## config.mk

```make
export PLATFORM = sky130hd
export DESIGN_NAME = i2c_register_master_core
export DESIGN_NICKNAME = d
export VERILOG_FILES = /design/src/rtl/core/i2crm_pkg.sv /design/src/rtl/core/i2crm_front.sv /design/src/rtl/core/i2crm_engine.sv /design/src/rtl/core/i2c_register_master_core.sv
export SDC_FILE = /design/constraint.sdc
export NUM_CORES = 1
export LEC_CHECK = 0
export BUFFER_PORTS_ARGS = -buffer_cell sky130_fd_sc_hd__buf_2
export CAP_MARGIN = 20
export CORE_MARGIN = 4
export CORE_UTILIZATION = 25
export DETAILED_ROUTE_END_ITERATION = 8
export GPL_ROUTABILITY_DRIVEN = 0
export HOLD_SLACK_MARGIN = 0.12
export SLEW_MARGIN = 20
export SYNTH_ARGS = -nofsm -noshare
export SYNTH_HDL_FRONTEND = slang
export SYNTH_HIERARCHICAL = 1
export SYNTH_SLANG_ARGS = --single-unit
```

## constraint.sdc

```tcl
create_clock -name clk -period 4.3 [get_ports clk]
set_input_delay 0.43 -clock clk [delete_from_list [all_inputs] [get_ports clk]]
set_output_delay 0.43 -clock clk [all_outputs]
set_load 0.03 [all_outputs]
```

## src/rtl/core/i2crm_pkg.sv

```systemverilog
`timescale 1ns / 1ps
package i2crm_pkg;

  localparam int CountBits = 12;

  localparam logic [19:0] StretchTimeoutReset = 20'd120000;
  localparam logic [15:0] AckTimeoutReset     = 16'd250;
  localparam logic [4:0]  PulseLimitReset     = 5'd18;

  // operation codes
  localparam logic [2:0] OP_TICK    = 3'd0;
  localparam logic [2:0] OP_WRITE   = 3'd1;
  localparam logic [2:0] OP_READ    = 3'd2;
  localparam logic [2:0] OP_PROBE   = 3'd3;
  localparam logic [2:0] OP_RECOVER = 3'd4;
  localparam logic [2:0] OP_SUPPLY  = 3'd5;

  // configuration register indexes
  localparam logic [1:0] REG_STRETCH = 2'd0;
  localparam logic [1:0] REG_ACK     = 2'd1;
  localparam logic [1:0] REG_PULSE   = 2'd2;

  // transfer kinds
  localparam logic [1:0] KIND_WRITE   = 2'd0;
  localparam logic [1:0] KIND_READ    = 2'd1;
  localparam logic [1:0] KIND_PROBE   = 2'd2;
  localparam logic [1:0] KIND_RECOVER = 2'd3;

  // transfer stages
  localparam logic [2:0] STG_ADDR_W  = 3'd0;
  localparam logic [2:0] STG_REG     = 3'd1;
  localparam logic [2:0] STG_DATA    = 3'd2;
  localparam logic [2:0] STG_ADDR_R  = 3'd3;
  localparam logic [2:0] STG_REC     = 3'd4;
  localparam logic [2:0] STG_REC_PRB = 3'd5;

  // one queued input beat
  typedef struct packed {
    logic [2:0] operation;
    logic       scl_level;
    logic       sda_level;
    logic [6:0] device_address;
    logic [7:0] register_address;
    logic [11:0] byte_count;
    logic [7:0] write_byte;
  } cmd_t;

  // one result beat
  typedef struct packed {
    logic       success;
    logic       done_res;
    logic       busy_res;
    logic       need_byte;
    logic       read_valid;
    logic [7:0] read_data;
    logic       sda_pull_low;
    logic       scl_pull_low;
  } res_t;

endpackage

```

## src/rtl/core/i2crm_front.sv

```systemverilog
`timescale 1ns / 1ps
module i2crm_front (
  input  logic                clk,
  input  logic                rst,
  input  logic                s_axis_tvalid,
  output logic                s_axis_tready,
  input  logic [39:0]         s_axis_tdata,
  output logic                q_valid,
  input  logic                q_ready,
  output i2crm_pkg::cmd_t     q_data
);

  // two-entry queue between unpack and engine
  i2crm_pkg::cmd_t mem [2];
  logic rd_ptr, wr_ptr;
  logic [1:0] count;
  i2crm_pkg::cmd_t unpacked;

  // unpack the beat, fields from the lowest bit up
  always_comb begin
    unpacked.operation        = s_axis_tdata[2:0];
    unpacked.scl_level        = s_axis_tdata[3];
    unpacked.sda_level        = s_axis_tdata[4];
    unpacked.device_address   = s_axis_tdata[11:5];
    unpacked.register_address = s_axis_tdata[19:12];
    unpacked.byte_count       = s_axis_tdata[31:20];
    unpacked.write_byte       = s_axis_tdata[39:32];
  end

  assign s_axis_tready = (count != 2'd2);
  assign q_valid = (count != 2'd0);
  assign q_data = mem[rd_ptr];

  always_ff @(posedge clk) begin
    if (s_axis_tvalid && s_axis_tready) begin
      mem[wr_ptr] <= unpacked;
    end
  end

  always_ff @(posedge clk) begin
    if (rst) begin
      rd_ptr <= 1'b0;
      wr_ptr <= 1'b0;
      count  <= 2'd0;
    end else begin
      if (s_axis_tvalid && s_axis_tready) wr_ptr <= ~wr_ptr;
      if (q_valid && q_ready) rd_ptr <= ~rd_ptr;
      count <= count + {1'b0, s_axis_tvalid && s_axis_tready} - {1'b0, q_valid && q_ready};
    end
  end

endmodule

```

## src/rtl/core/i2crm_engine.sv

```systemverilog
`timescale 1ns / 1ps
module i2crm_engine (
  input  logic            clk,
  input  logic            rst,
  input  logic            q_valid,
  output logic            q_ready,
  input  i2crm_pkg::cmd_t q_data,
  input  logic            cfg_valid,
  output logic            cfg_ready,
  input  logic [1:0]      cfg_index,
  input  logic [19:0]     cfg_data,
  output logic            r_valid,
  input  logic            r_ready,
  output i2crm_pkg::res_t r_data
);

  typedef enum logic [30:0] {
    P_IDLE       = 31'd1 << 0,
    P_CHECK      = 31'd1 << 1,
    P_REC_TEST   = 31'd1 << 2,
    P_REC_LOW    = 31'd1 << 3,
    P_REC_WAIT   = 31'd1 << 4,
    P_REC_HIGH   = 31'd1 << 5,
    P_ST_WAIT    = 31'd1 << 6,
    P_ST_DELAY   = 31'd1 << 7,
    P_ST_SDA     = 31'd1 << 8,
    P_ST_SCL     = 31'd1 << 9,
    P_TX_SETUP   = 31'd1 << 10,
    P_TX_WAIT    = 31'd1 << 11,
    P_TX_HIGH    = 31'd1 << 12,
    P_TX_LOW     = 31'd1 << 13,
    P_ACK_SETUP  = 31'd1 << 14,
    P_ACK_WAIT   = 31'd1 << 15,
    P_ACK_HIGH   = 31'd1 << 16,
    P_ACK_LOW    = 31'd1 << 17,
    P_NEED       = 31'd1 << 18,
    P_RX_REL     = 31'd1 << 19,
    P_RX_WAIT    = 31'd1 << 20,
    P_RX_HIGH    = 31'd1 << 21,
    P_RX_ACKSET  = 31'd1 << 22,
    P_RX_ACKREL  = 31'd1 << 23,
    P_RX_ACKWAIT = 31'd1 << 24,
    P_RX_ACKHIGH = 31'd1 << 25,
    P_SP_BEGIN   = 31'd1 << 26,
    P_SP_LOW     = 31'd1 << 27,
    P_SP_WAIT    = 31'd1 << 28,
    P_SP_HIGH    = 31'd1 << 29,
    P_SP_END     = 31'd1 << 30
  } phase_t;

  localparam logic [i2crm_pkg::CountBits-1:0] CountOne =
    {{(i2crm_pkg::CountBits-1){1'b0}}, 1'b1};

  logic [19:0] stretch_timeout;
  logic [15:0] ack_timeout;
  logic [4:0]  pulse_limit;

  phase_t phase, phase_next;
  logic [3:0]  bit_index, bit_index_next;
  logic [7:0]  shift_byte, shift_byte_next;
  logic [i2crm_pkg::CountBits-1:0] bytes_left, bytes_left_next;
  logic [19:0] wait_counter, wait_counter_next;
  logic [4:0]  pulse_counter, pulse_counter_next;
  logic [6:0]  held_address, held_address_next;
  logic [7:0]  held_register, held_register_next;
  logic [1:0]  transfer_kind, transfer_kind_next;
  logic        transfer_ok, transfer_ok_next;
  logic        scl_drv, scl_drv_next, sda_drv, sda_drv_next;
  logic [2:0]  stage, stage_next;
  logic        o_valid, o_done, o_ok;
  logic [7:0]  o_data;

  logic fire;
  logic scl, sda, free_bus, scl_ok, scl_to;
  logic [7:0] load_val;
  logic       do_load;

  // output register slot frees as soon as it is taken
  assign q_ready = !r_valid || r_ready;
  assign fire = q_valid && q_ready;
  assign cfg_ready = 1'b1;

  assign scl = q_data.scl_level;
  assign sda = q_data.sda_level;
  assign free_bus = scl && sda;
  assign scl_ok = scl;
  assign scl_to = !scl && (wait_counter >= stretch_timeout);

  // configuration registers
  always_ff @(posedge clk) begin
    if (rst) begin
      stretch_timeout <= i2crm_pkg::StretchTimeoutReset;
      ack_timeout     <= i2crm_pkg::AckTimeoutReset;
      pulse_limit     <= i2crm_pkg::PulseLimitReset;
    end else if (cfg_valid) begin
      case (cfg_index)
        i2crm_pkg::REG_STRETCH: stretch_timeout <= cfg_data;
        i2crm_pkg::REG_ACK:     ack_timeout <= cfg_data[15:0];
        i2crm_pkg::REG_PULSE:   pulse_limit <= cfg_data[4:0];
        default: ;
      endcase
    end
  end

  // phase machine, one beat per cycle while beats are queued and the result register can take them
  always_comb begin
    phase_next = phase;
    bit_index_next = bit_index;
    shift_byte_next = shift_byte;
    bytes_left_next = bytes_left;
    wait_counter_next = wait_counter;
    pulse_counter_next = pulse_counter;
    held_address_next = held_address;
    held_register_next = held_register;
    transfer_kind_next = transfer_kind;
    transfer_ok_next = transfer_ok;
    scl_drv_next = scl_drv;
    sda_drv_next = sda_drv;
    stage_next = stage;
    o_valid = 1'b0;
    o_data = 8'd0;
    o_done = 1'b0;
    o_ok = 1'b0;
    load_val = 8'd0;
    do_load = 1'b0;

    if (q_data.operation == i2crm_pkg::OP_TICK) begin
      case (phase)
        P_CHECK: begin
          if (transfer_kind == i2crm_pkg::KIND_RECOVER) begin
            o_done = 1'b1; o_ok = free_bus; phase_next = P_IDLE;
            scl_drv_next = 1'b0; sda_drv_next = 1'b0;
          end else if (stage == i2crm_pkg::STG_REC_PRB || !(free_bus ||
                       stage == i2crm_pkg::STG_ADDR_W)) begin
            o_done = 1'b1; phase_next = P_IDLE;
            scl_drv_next = 1'b0; sda_drv_next = 1'b0;
          end else if (free_bus) begin
            scl_drv_next = 1'b0; sda_drv_next = 1'b0;
            stage_next = i2crm_pkg::STG_ADDR_W; phase_next = P_ST_WAIT;
          end else begin
            stage_next = i2crm_pkg::STG_REC; pulse_counter_next = 5'd0;
            phase_next = P_REC_TEST;
          end
          wait_counter_next = 20'd0;
        end
        P_REC_TEST: begin
          wait_counter_next = 20'd0;
          if (sda) phase_next = P_SP_BEGIN;
          else if (pulse_counter >= pulse_limit) phase_next = P_CHECK;
          else begin
            scl_drv_next = 1'b1;
            pulse_counter_next = pulse_counter + 5'd1;
            phase_next = P_REC_LOW;
          end
        end
        P_REC_LOW: begin
          scl_drv_next = 1'b0; phase_next = P_REC_WAIT; wait_counter_next = 20'd0;
        end
        P_REC_WAIT: begin
          if (scl_ok || scl_to) begin
            phase_next = P_REC_HIGH; wait_counter_next = 20'd0;
          end else wait_counter_next = wait_counter + 20'd1;
        end
        P_REC_HIGH: begin
          phase_next = P_REC_TEST; wait_counter_next = 20'd0;
        end
        P_ST_WAIT: begin
          if (scl_ok) begin
            phase_next = P_ST_DELAY; wait_counter_next = 20'd0;
          end else if (scl_to) begin
            transfer_ok_next = 1'b0;
            wait_counter_next = 20'd0;
            if (stage == i2crm_pkg::STG_ADDR_R) phase_next = P_SP_BEGIN;
            else if (transfer_kind == i2crm_pkg::KIND_PROBE) begin
              stage_next = i2crm_pkg::STG_REC_PRB; pulse_counter_next = 5'd0;
              phase_next = P_REC_TEST;
            end else begin
              o_done = 1'b1; phase_next = P_IDLE;
              scl_drv_next = 1'b0; sda_drv_next = 1'b0;
            end
          end else wait_counter_next = wait_counter + 20'd1;
        end
        P_ST_DELAY: begin
          sda_drv_next = 1'b1; phase_next = P_ST_SDA; wait_counter_next = 20'd0;
        end
        P_ST_SDA: begin
          scl_drv_next = 1'b1; phase_next = P_ST_SCL; wait_counter_next = 20'd0;
        end
        P_ST_SCL: begin
          do_load = 1'b1;
          load_val = {held_address, stage == i2crm_pkg::STG_ADDR_R};
        end
        P_TX_SETUP: begin
          scl_drv_next = 1'b0; phase_next = P_TX_WAIT; wait_counter_next = 20'd0;
        end
        P_TX_WAIT, P_ACK_WAIT, P_RX_WAIT, P_RX_ACKWAIT: begin
          if (scl_ok) begin
            wait_counter_next = 20'd0;
            case (phase)
              P_TX_WAIT:  phase_next = P_TX_HIGH;
              P_ACK_WAIT: phase_next = P_ACK_HIGH;
              P_RX_WAIT:  phase_next = P_RX_HIGH;
              default:    phase_next = P_RX_ACKHIGH;
            endcase
          end else if (scl_to) begin
            transfer_ok_next = 1'b0; phase_next = P_SP_BEGIN; wait_counter_next = 20'd0;
          end else wait_counter_next = wait_counter + 20'd1;
        end
        P_TX_HIGH: begin
          scl_drv_next = 1'b1;
          shift_byte_next = {shift_byte[6:0], 1'b0};
          bit_index_next = bit_index + 4'd1;
          phase_next = P_TX_LOW; wait_counter_next = 20'd0;
        end
        P_TX_LOW: begin
          wait_counter_next = 20'd0;
          if (bit_index >= 4'd8) begin
            sda_drv_next = 1'b0; phase_next = P_ACK_SETUP;
          end else begin
            sda_drv_next = !shift_byte[7]; phase_next = P_TX_SETUP;
          end
        end
        P_ACK_SETUP: begin
          scl_drv_next = 1'b0; phase_next = P_ACK_WAIT; wait_counter_next = 20'd0;
        end
        P_ACK_HIGH: begin
          if (!sda) begin
            scl_drv_next = 1'b1; phase_next = P_ACK_LOW; wait_counter_next = 20'd0;
          end else if ({4'd0, wait_counter} >= {8'd0, ack_timeout}) begin
            scl_drv_next = 1'b1; transfer_ok_next = 1'b0;
            phase_next = P_SP_BEGIN; wait_counter_next = 20'd0;
          end else wait_counter_next = wait_counter + 20'd1;
        end
        P_ACK_LOW: begin
          wait_counter_next = 20'd0;
          if (stage == i2crm_pkg::STG_ADDR_W) begin
            stage_next = i2crm_pkg::STG_REG;
            do_load = 1'b1; load_val = held_register;
          end else if (stage == i2crm_pkg::STG_REG &&
                       transfer_kind == i2crm_pkg::KIND_READ) begin
            stage_next = i2crm_pkg::STG_ADDR_R;
            scl_drv_next = 1'b0; sda_drv_next = 1'b0; phase_next = P_ST_WAIT;
          end else if (stage == i2crm_pkg::STG_REG || stage == i2crm_pkg::STG_DATA) begin
            if (stage == i2crm_pkg::STG_DATA) begin
              bytes_left_next = bytes_left - CountOne;
            end
            if (bytes_left_next == '0) begin
              transfer_ok_next = 1'b1; phase_next = P_SP_BEGIN;
            end else phase_next = P_NEED;
          end else begin
            bit_index_next = 4'd0; shift_byte_next = 8'd0;
            sda_drv_next = 1'b0; phase_next = P_RX_REL;
          end
        end
        P_RX_REL, P_RX_ACKREL: begin
          scl_drv_next = 1'b0; wait_counter_next = 20'd0;
          phase_next = (phase == P_RX_REL) ? P_RX_WAIT : P_RX_ACKWAIT;
        end
        P_RX_HIGH: begin
          shift_byte_next = {shift_byte[6:0], sda};
          bit_index_next = bit_index + 4'd1;
          scl_drv_next = 1'b1; wait_counter_next = 20'd0;
          phase_next = (bit_index_next >= 4'd8) ? P_RX_ACKSET : P_RX_REL;
        end
        P_RX_ACKSET: begin
          // more than one byte left: ack this one
          sda_drv_next = (bytes_left[i2crm_pkg::CountBits-1:1] != '0);
          phase_next = P_RX_ACKREL;
          wait_counter_next = 20'd0;
        end
        P_RX_ACKHIGH: begin
          scl_drv_next = 1'b1; sda_drv_next = 1'b0;
          o_valid = 1'b1; o_data = shift_byte;
          bytes_left_next = bytes_left - CountOne;
          wait_counter_next = 20'd0;
          if (bytes_left_next == '0) begin
            transfer_ok_next = 1'b1; phase_next = P_SP_BEGIN;
          end else begin
            bit_index_next = 4'd0; shift_byte_next = 8'd0; phase_next = P_RX_REL;
          end
        end
        P_SP_BEGIN: begin
          sda_drv_next = 1'b1; phase_next = P_SP_LOW; wait_counter_next = 20'd0;
        end
        P_SP_LOW: begin
          scl_drv_next = 1'b0; phase_next = P_SP_WAIT; wait_counter_next = 20'd0;
        end
        P_SP_WAIT: begin
          if (scl_ok) begin
            phase_next = P_SP_HIGH; wait_counter_next = 20'd0;
          end else if (scl_to) begin
            sda_drv_next = 1'b0; phase_next = P_SP_END; wait_counter_next = 20'd0;
          end else wait_counter_next = wait_counter + 20'd1;
        end
        P_SP_HIGH: begin
          sda_drv_next = 1'b0; phase_next = P_SP_END; wait_counter_next = 20'd0;
        end
        P_SP_END: begin
          wait_counter_next = 20'd0;
          if (transfer_kind == i2crm_pkg::KIND_RECOVER || stage >= i2crm_pkg::STG_REC) begin
            phase_next = P_CHECK;
          end else if (transfer_kind == i2crm_pkg::KIND_PROBE && !transfer_ok) begin
            stage_next = i2crm_pkg::STG_REC_PRB; pulse_counter_next = 5'd0;
            phase_next = P_REC_TEST;
          end else begin
            o_done = 1'b1; o_ok = transfer_ok; phase_next = P_IDLE;
            scl_drv_next = 1'b0; sda_drv_next = 1'b0;
          end
        end
        default: ;
      endcase
    end else if (phase == P_IDLE && (q_data.operation == i2crm_pkg::OP_WRITE ||
                 q_data.operation == i2crm_pkg::OP_READ ||
                 q_data.operation == i2crm_pkg::OP_PROBE)) begin
      held_address_next = q_data.device_address;
      held_register_next = q_data.register_address;
      bytes_left_next = (q_data.operation == i2crm_pkg::OP_PROBE) ? '0 :
                        q_data.byte_count[i2crm_pkg::CountBits-1:0];
      transfer_kind_next = q_data.operation[1:0] - 2'd1;
      stage_next = i2crm_pkg::STG_ADDR_W;
      transfer_ok_next = 1'b0; bit_index_next = 4'd0; shift_byte_next = 8'd0;
      wait_counter_next = 20'd0;
      if (q_data.operation == i2crm_pkg::OP_READ && bytes_left_next == '0) begin
        o_done = 1'b1; phase_next = P_IDLE;
        scl_drv_next = 1'b0; sda_drv_next = 1'b0;
      end else phase_next = P_CHECK;
    end else if (phase == P_IDLE && q_data.operation == i2crm_pkg::OP_RECOVER) begin
      transfer_kind_next = i2crm_pkg::KIND_RECOVER;
      transfer_ok_next = 1'b0;
      stage_next = i2crm_pkg::STG_REC; pulse_counter_next = 5'd0;
      phase_next = P_REC_TEST; wait_counter_next = 20'd0;
    end else if (phase == P_NEED && q_data.operation == i2crm_pkg::OP_SUPPLY) begin
      stage_next = i2crm_pkg::STG_DATA;
      do_load = 1'b1; load_val = q_data.write_byte;
    end

    // byte load shared by address, register and data
    if (do_load) begin
      shift_byte_next = load_val;
      bit_index_next = 4'd0;
      sda_drv_next = !load_val[7];
      phase_next = P_TX_SETUP;
      wait_counter_next = 20'd0;
    end
  end

  always_ff @(posedge clk) begin
    if (rst) begin
      phase <= P_IDLE;
      bit_index <= 4'd0;
      shift_byte <= 8'd0;
      bytes_left <= '0;
      wait_counter <= 20'd0;
      pulse_counter <= 5'd0;
      held_address <= 7'd0;
      held_register <= 8'd0;
      transfer_kind <= 2'd0;
      transfer_ok <= 1'b0;
      scl_drv <= 1'b0;
      sda_drv <= 1'b0;
      stage <= 3'd0;
    end else if (fire) begin
      phase <= phase_next;
      bit_index <= bit_index_next;
      shift_byte <= shift_byte_next;
      bytes_left <= bytes_left_next;
      wait_counter <= wait_counter_next;
      pulse_counter <= pulse_counter_next;
      held_address <= held_address_next;
      held_register <= held_register_next;
      transfer_kind <= transfer_kind_next;
      transfer_ok <= transfer_ok_next;
      scl_drv <= scl_drv_next;
      sda_drv <= sda_drv_next;
      stage <= stage_next;
    end
  end

  // result register
  always_ff @(posedge clk) begin
    if (rst) begin
      r_valid <= 1'b0;
    end else if (fire) begin
      r_valid <= 1'b1;
    end else if (r_ready) begin
      r_valid <= 1'b0;
    end
  end

  always_ff @(posedge clk) begin
    if (fire) begin
      r_data.scl_pull_low <= scl_drv_next;
      r_data.sda_pull_low <= sda_drv_next;
      r_data.read_data    <= o_data;
      r_data.read_valid   <= o_valid;
      r_data.need_byte    <= (phase_next == P_NEED);
      r_data.busy_res     <= (phase_next != P_IDLE);
      r_data.done_res     <= o_done;
      r_data.success      <= o_ok;
    end
  end

endmodule

```

## src/rtl/core/i2c_register_master_core.sv

```systemverilog
`timescale 1ns / 1ps
// path: an accepted input beat is held in the input queue, and its result beat is then
// registered in the phase engine's result register
// throughput: one beat per cycle, set by the phase engine step, while m_axis_tready keeps up
// reset: synchronous rst returns the bus engine to idle with both lines released
// and loads the timeout and recovery registers with their default values
module i2c_register_master_core (
  input  logic        clk,
  input  logic        rst,
  input  logic        s_axis_tvalid,
  output logic        s_axis_tready,
  // operation, scl_level, sda_level, device_address, register_address,
  // byte_count, write_byte
  input  logic [39:0] s_axis_tdata,
  output logic        m_axis_tvalid,
  input  logic        m_axis_tready,
  // scl_pull_low, sda_pull_low, read_data, read_valid, need_byte, busy_res,
  // done_res, success
  output logic [15:0] m_axis_tdata,
  input  logic        cfg_valid,
  output logic        cfg_ready,
  input  logic [1:0]  cfg_index,
  input  logic [19:0] cfg_data
);

  logic            q_valid, q_ready;
  i2crm_pkg::cmd_t q_data;
  i2crm_pkg::res_t r_data;

  i2crm_front u_front (
    .clk, .rst, .s_axis_tvalid, .s_axis_tready, .s_axis_tdata,
    .q_valid, .q_ready, .q_data
  );

  i2crm_engine u_engine (
    .clk, .rst, .q_valid, .q_ready, .q_data,
    .cfg_valid, .cfg_ready, .cfg_index, .cfg_data,
    .r_valid(m_axis_tvalid), .r_ready(m_axis_tready), .r_data
  );

  // pack result fields from the lowest bit up, zero fill to two bytes
  assign m_axis_tdata = {1'b0, r_data.success, r_data.done_res, r_data.busy_res,
                         r_data.need_byte, r_data.read_valid, r_data.read_data,
                         r_data.sda_pull_low, r_data.scl_pull_low};

endmodule

```

==> results.cfg <==
[status]
status = finished clean

[sta]
rsz0062_at_grt = no
period_needed_ns = 4.163
fmax_mhz = 240.2
max-slew-margin-rel_pct = 33.10
holdWs_ns = 0.1485
timing.final.crit_share_pct = 96.82
hold_viol_final = 0
skew_ns = 0.02323
slew_violations = 0
fin_setup_tns_ns = 0
finalSetupViolations = 0
timing.final.ws_setup_ns = 0.1369
worst_pin_slew_ns = 1.004

[power]
p_clk_share_pct = 25.5
p_int_w = 0.005114
power.leakage_nw = 6.101
p_sw_share_pct = 40.74
power_density_mw_per_mm2 = 526.5
power_switching_w = 0.003516
total_power_w = 0.008630
worst_ir_drop_vdd_mv = 0.4254
power_frac_seq_pct = 35.3
combinationalPowerShare_pct = 39.1

[drt]
avgRoutedWirePerCell_um = 18.09
vias_per_cell = 5.292
wirelength_um = 42850
drc = 0
final_antenna_net_count = 0
vias = 12540
firstDrtPassIters = 8
drtIter0Drc = 1286

[clock_network]
cts_buffer_depth = 3
cts_num_sinks = 245
cts_tree = yes
clkTransAtPathRegs_ns = 0.06
cts_root_buf = clkbuf_16
insertion_delay_ns = 0.57
cts_buffers = 27
postCtsSetupRepairBufs = 0
htreeDepth = 1

[die]
dieArea_mm2 = 0.05881
io_pins = 86
die_y_um = 242.5
core_area_mm2 = 0.05413
start_util_pct = 25.40
die_x_um = 242.5
rows = 85

[setup_path]
cp-start-kind = register
critPathKind = register to register
critical_path.max_fanout = 12
crit_required_ns = 4.57
worstSetupEndpointType = register
arrival_ns = 4.43

[placement]
dp_hpwl_um = 30610
dpl_cell_area_mm2 = 0.01498
place_ws_ns = 0.3347
portBuffers = 83

[yosys]
ys_types = 90
synth_cells = 1530
yosys_register_bits = 245
syn_avg_cell_area_um2 = 8.987
ys_warn_count = 6
synth_edf_count = 95
synth_area_mm2 = 0.01375
syn-num-nets = 1649
ys_seq_area_share_pct = 42.59
synthArstFlopShare_pct = 0
synth-main-ff-cell = dfxtp_1

[final_layout]
syn2layout_area_growth_pct = 19.21
nets = 1771
layout-drive-gt1-share_pct = 14.23
diodes = 0
fillers = 5619
final_area_mm2 = 0.01639

[global_routing]
grt_overflow_total = 0
grt_use_total_pct = 13.91
antenna_found_initial = 0
grt_pass1_wl_um = 67680
grt_start_max_net_pins = 65
grt_pass1_vias = 12210

[flow_run]
cap_violations = 0

[hold_path]
hold_class = input pin to register
[state kept, by name (all words and copies together) (netlist names), 3 cells and up, named ones only]
register	flops
u_engine/ack_timeout	16
u_engine/bit_index	4
u_engine/bytes_left	12
u_engine/held_address	7
u_engine/held_register	8
u_engine/phase	31
u_engine/pulse_counter	5
u_engine/pulse_limit	5
u_engine/r_data	15
u_engine/shift_byte	8
u_engine/stage	3
u_engine/stretch_timeout	20
u_engine/wait_counter	20
u_front/mem	80
[timing repair]
| item | in CTS | in global routing |
|---|---|---|
| hold endpoints to repair | 104 | 0 |
| resized for setup | 0 | 1 |
| setup endpoints to repair | 0 | 1 |
| hold buffers | 57 | 0 |
[cells by family (layout without fill, tap and decap cells)]
| family | after synthesis | count (layout) | share of synthesized area, % |
|---|---|---|---|
| adders and majority gates | 52 | 52 | 4.732 |
| and+or+nand+nor | 658 | 658 | 25.94 |
| DFF | 245 | 245 | 42.59 |
| muxes | 48 | 48 | 3.868 |
| other | 2 | 2 | 0.05462 |
| AOI/OAI and AO/OA | 333 | 333 | 15.72 |
| buffers and inverters | 160 | 303 | 5.060 |
| xor gates and xnor gates | 32 | 32 | 2.038 |
[power by group through the flow]
stage,Sequential (W),Clock [W],Combinational (W)
after detailed placement,0.00309,0,0.00323
final,0.00305,0.00220,0.00338
after global routing,0.00309,0.00237,0.00362
after floorplan,0.00304,0,0.00227
after CTS,0.00305,0.00228,0.00330
after global placement,0.00308,0,0.00322
[layout make-up]
type / instances / area, µm² / area share (%)
Multi-Input combinational cell: 1125 / 7224 / 44.08
Timing Repair Buffer: 192 / 1379 / 8.412
Tap cell: 696 / 870.8 / 5.313
Clock buffer: 41 / 762.0 / 4.649
Inverter: 61 / 229.0 / 1.397
Clock inverter: 9 / 68.82 / 0.4198
Sequential cell: 245 / 5857 / 35.73
[metal layers]
| metal | GRT usage (%) | share of wire [%] | vias up |
|---|---|---|---|
| met2 | 21.98 | 44 | 571 |
| met3 | 2.656 | 7.6 | 162 |
| met5 | 0 | 0 | - |
| met4 | 5.856 | 4.9 | 0 |
| li1 | - | - | 5840 |
| met1 | 18.63 | 44 | 5963 |
[cells in the final DEF (no fill, tap or decap), drive strengths merged, types with 38 or more instances in the layout]
cell	instances
ha	52
a21oi	104
buf	135
nor4	39
mux2	41
edfxtp	95
o21ai	67
dlygate4sd3	57
clkbuf	41
nor2	147
nor3	64
nand3	38
inv	63
dfxtp	150
nand2	195
[worst max-delay path: stages, from the launching register on]
cell	delay, ns
dfxtp_1	0.41
nor4_4	0.76
nand4_2	0.26
nor3_2	0.28
buf_4	0.26
nor3_1	0.12
nand3_1	0.20
nor3_1	0.16
nor3_1	0.26
o21ai_0	0.28
a2111oi_0	0.47
nand4b_1	0.19
nand3b_1	0.20
[final timing paths]
path	slack, ns	cells past startpoint	start	to
setup reg to reg	0.14	12	u_engine/phase[8]$_SDFFE_PP0P_	u_engine/r_data[12]$_DFFE_PP_
setup / recovery	0.14	12	u_engine/phase[8]$_SDFFE_PP0P_	u_engine/r_data[12]$_DFFE_PP_
hold reg to reg	0.46	2	u_engine/ack_timeout[12]$_SDFFE_PP0P_	u_engine/ack_timeout[12]$_SDFFE_PP0P_
hold / removal	0.15	3	cfg_data[3]	u_engine/pulse_limit[3]$_SDFFE_PP0P_
[synth_stat cells (10+ instances only)]
| library cell | number | area share [%] |
|---|---|---|
| a211oi_1 | 19 | 1.0 |
| a21oi_1 | 104 | 3.8 |
| a22oi_1 | 25 | 1.4 |
| a31oi_1 | 11 | 0.50 |
| and3_1 | 25 | 1.1 |
| buf_2 | 22 | 0.80 |
| clkbuf_1 | 61 | 1.7 |
| dfxtp_1 | 150 | 22 |
| edfxtp_1 | 95 | 21 |
| ha_1 | 52 | 4.7 |
| inv_1 | 61 | 1.7 |
| mux2_1 | 40 | 3.3 |
| nand2_1 | 195 | 5.3 |
| nand2b_1 | 18 | 0.82 |
| nand3_1 | 33 | 1.2 |
| nand4_1 | 26 | 1.2 |
| nor2_1 | 144 | 3.9 |
| nor2b_1 | 15 | 0.68 |
| nor3_1 | 59 | 2.1 |
| nor4_1 | 25 | 1.1 |
| nor4_4 | 11 | 1.7 |
| o211ai_1 | 13 | 0.71 |
| o21ai_0 | 62 | 2.3 |
| o31ai_1 | 11 | 0.60 |
| or2_2 | 10 | 0.46 |
| or3_1 | 17 | 0.77 |
| or4_1 | 10 | 0.55 |
| xor2_1 | 23 | 1.5 |
[through the flow]
| stage | cells | util, % |
|---|---|---|
| after detailed placement | 2262 | 27.68 |
| final | 2369 | 30.28 |
| after CTS | 2369 | 30.26 |
| after floorplan | 1530 | - |
| after global routing | 2369 | 30.28 |
| after global placement | 2262 | 27.68 |
Power figures use the tool's default switching activity.
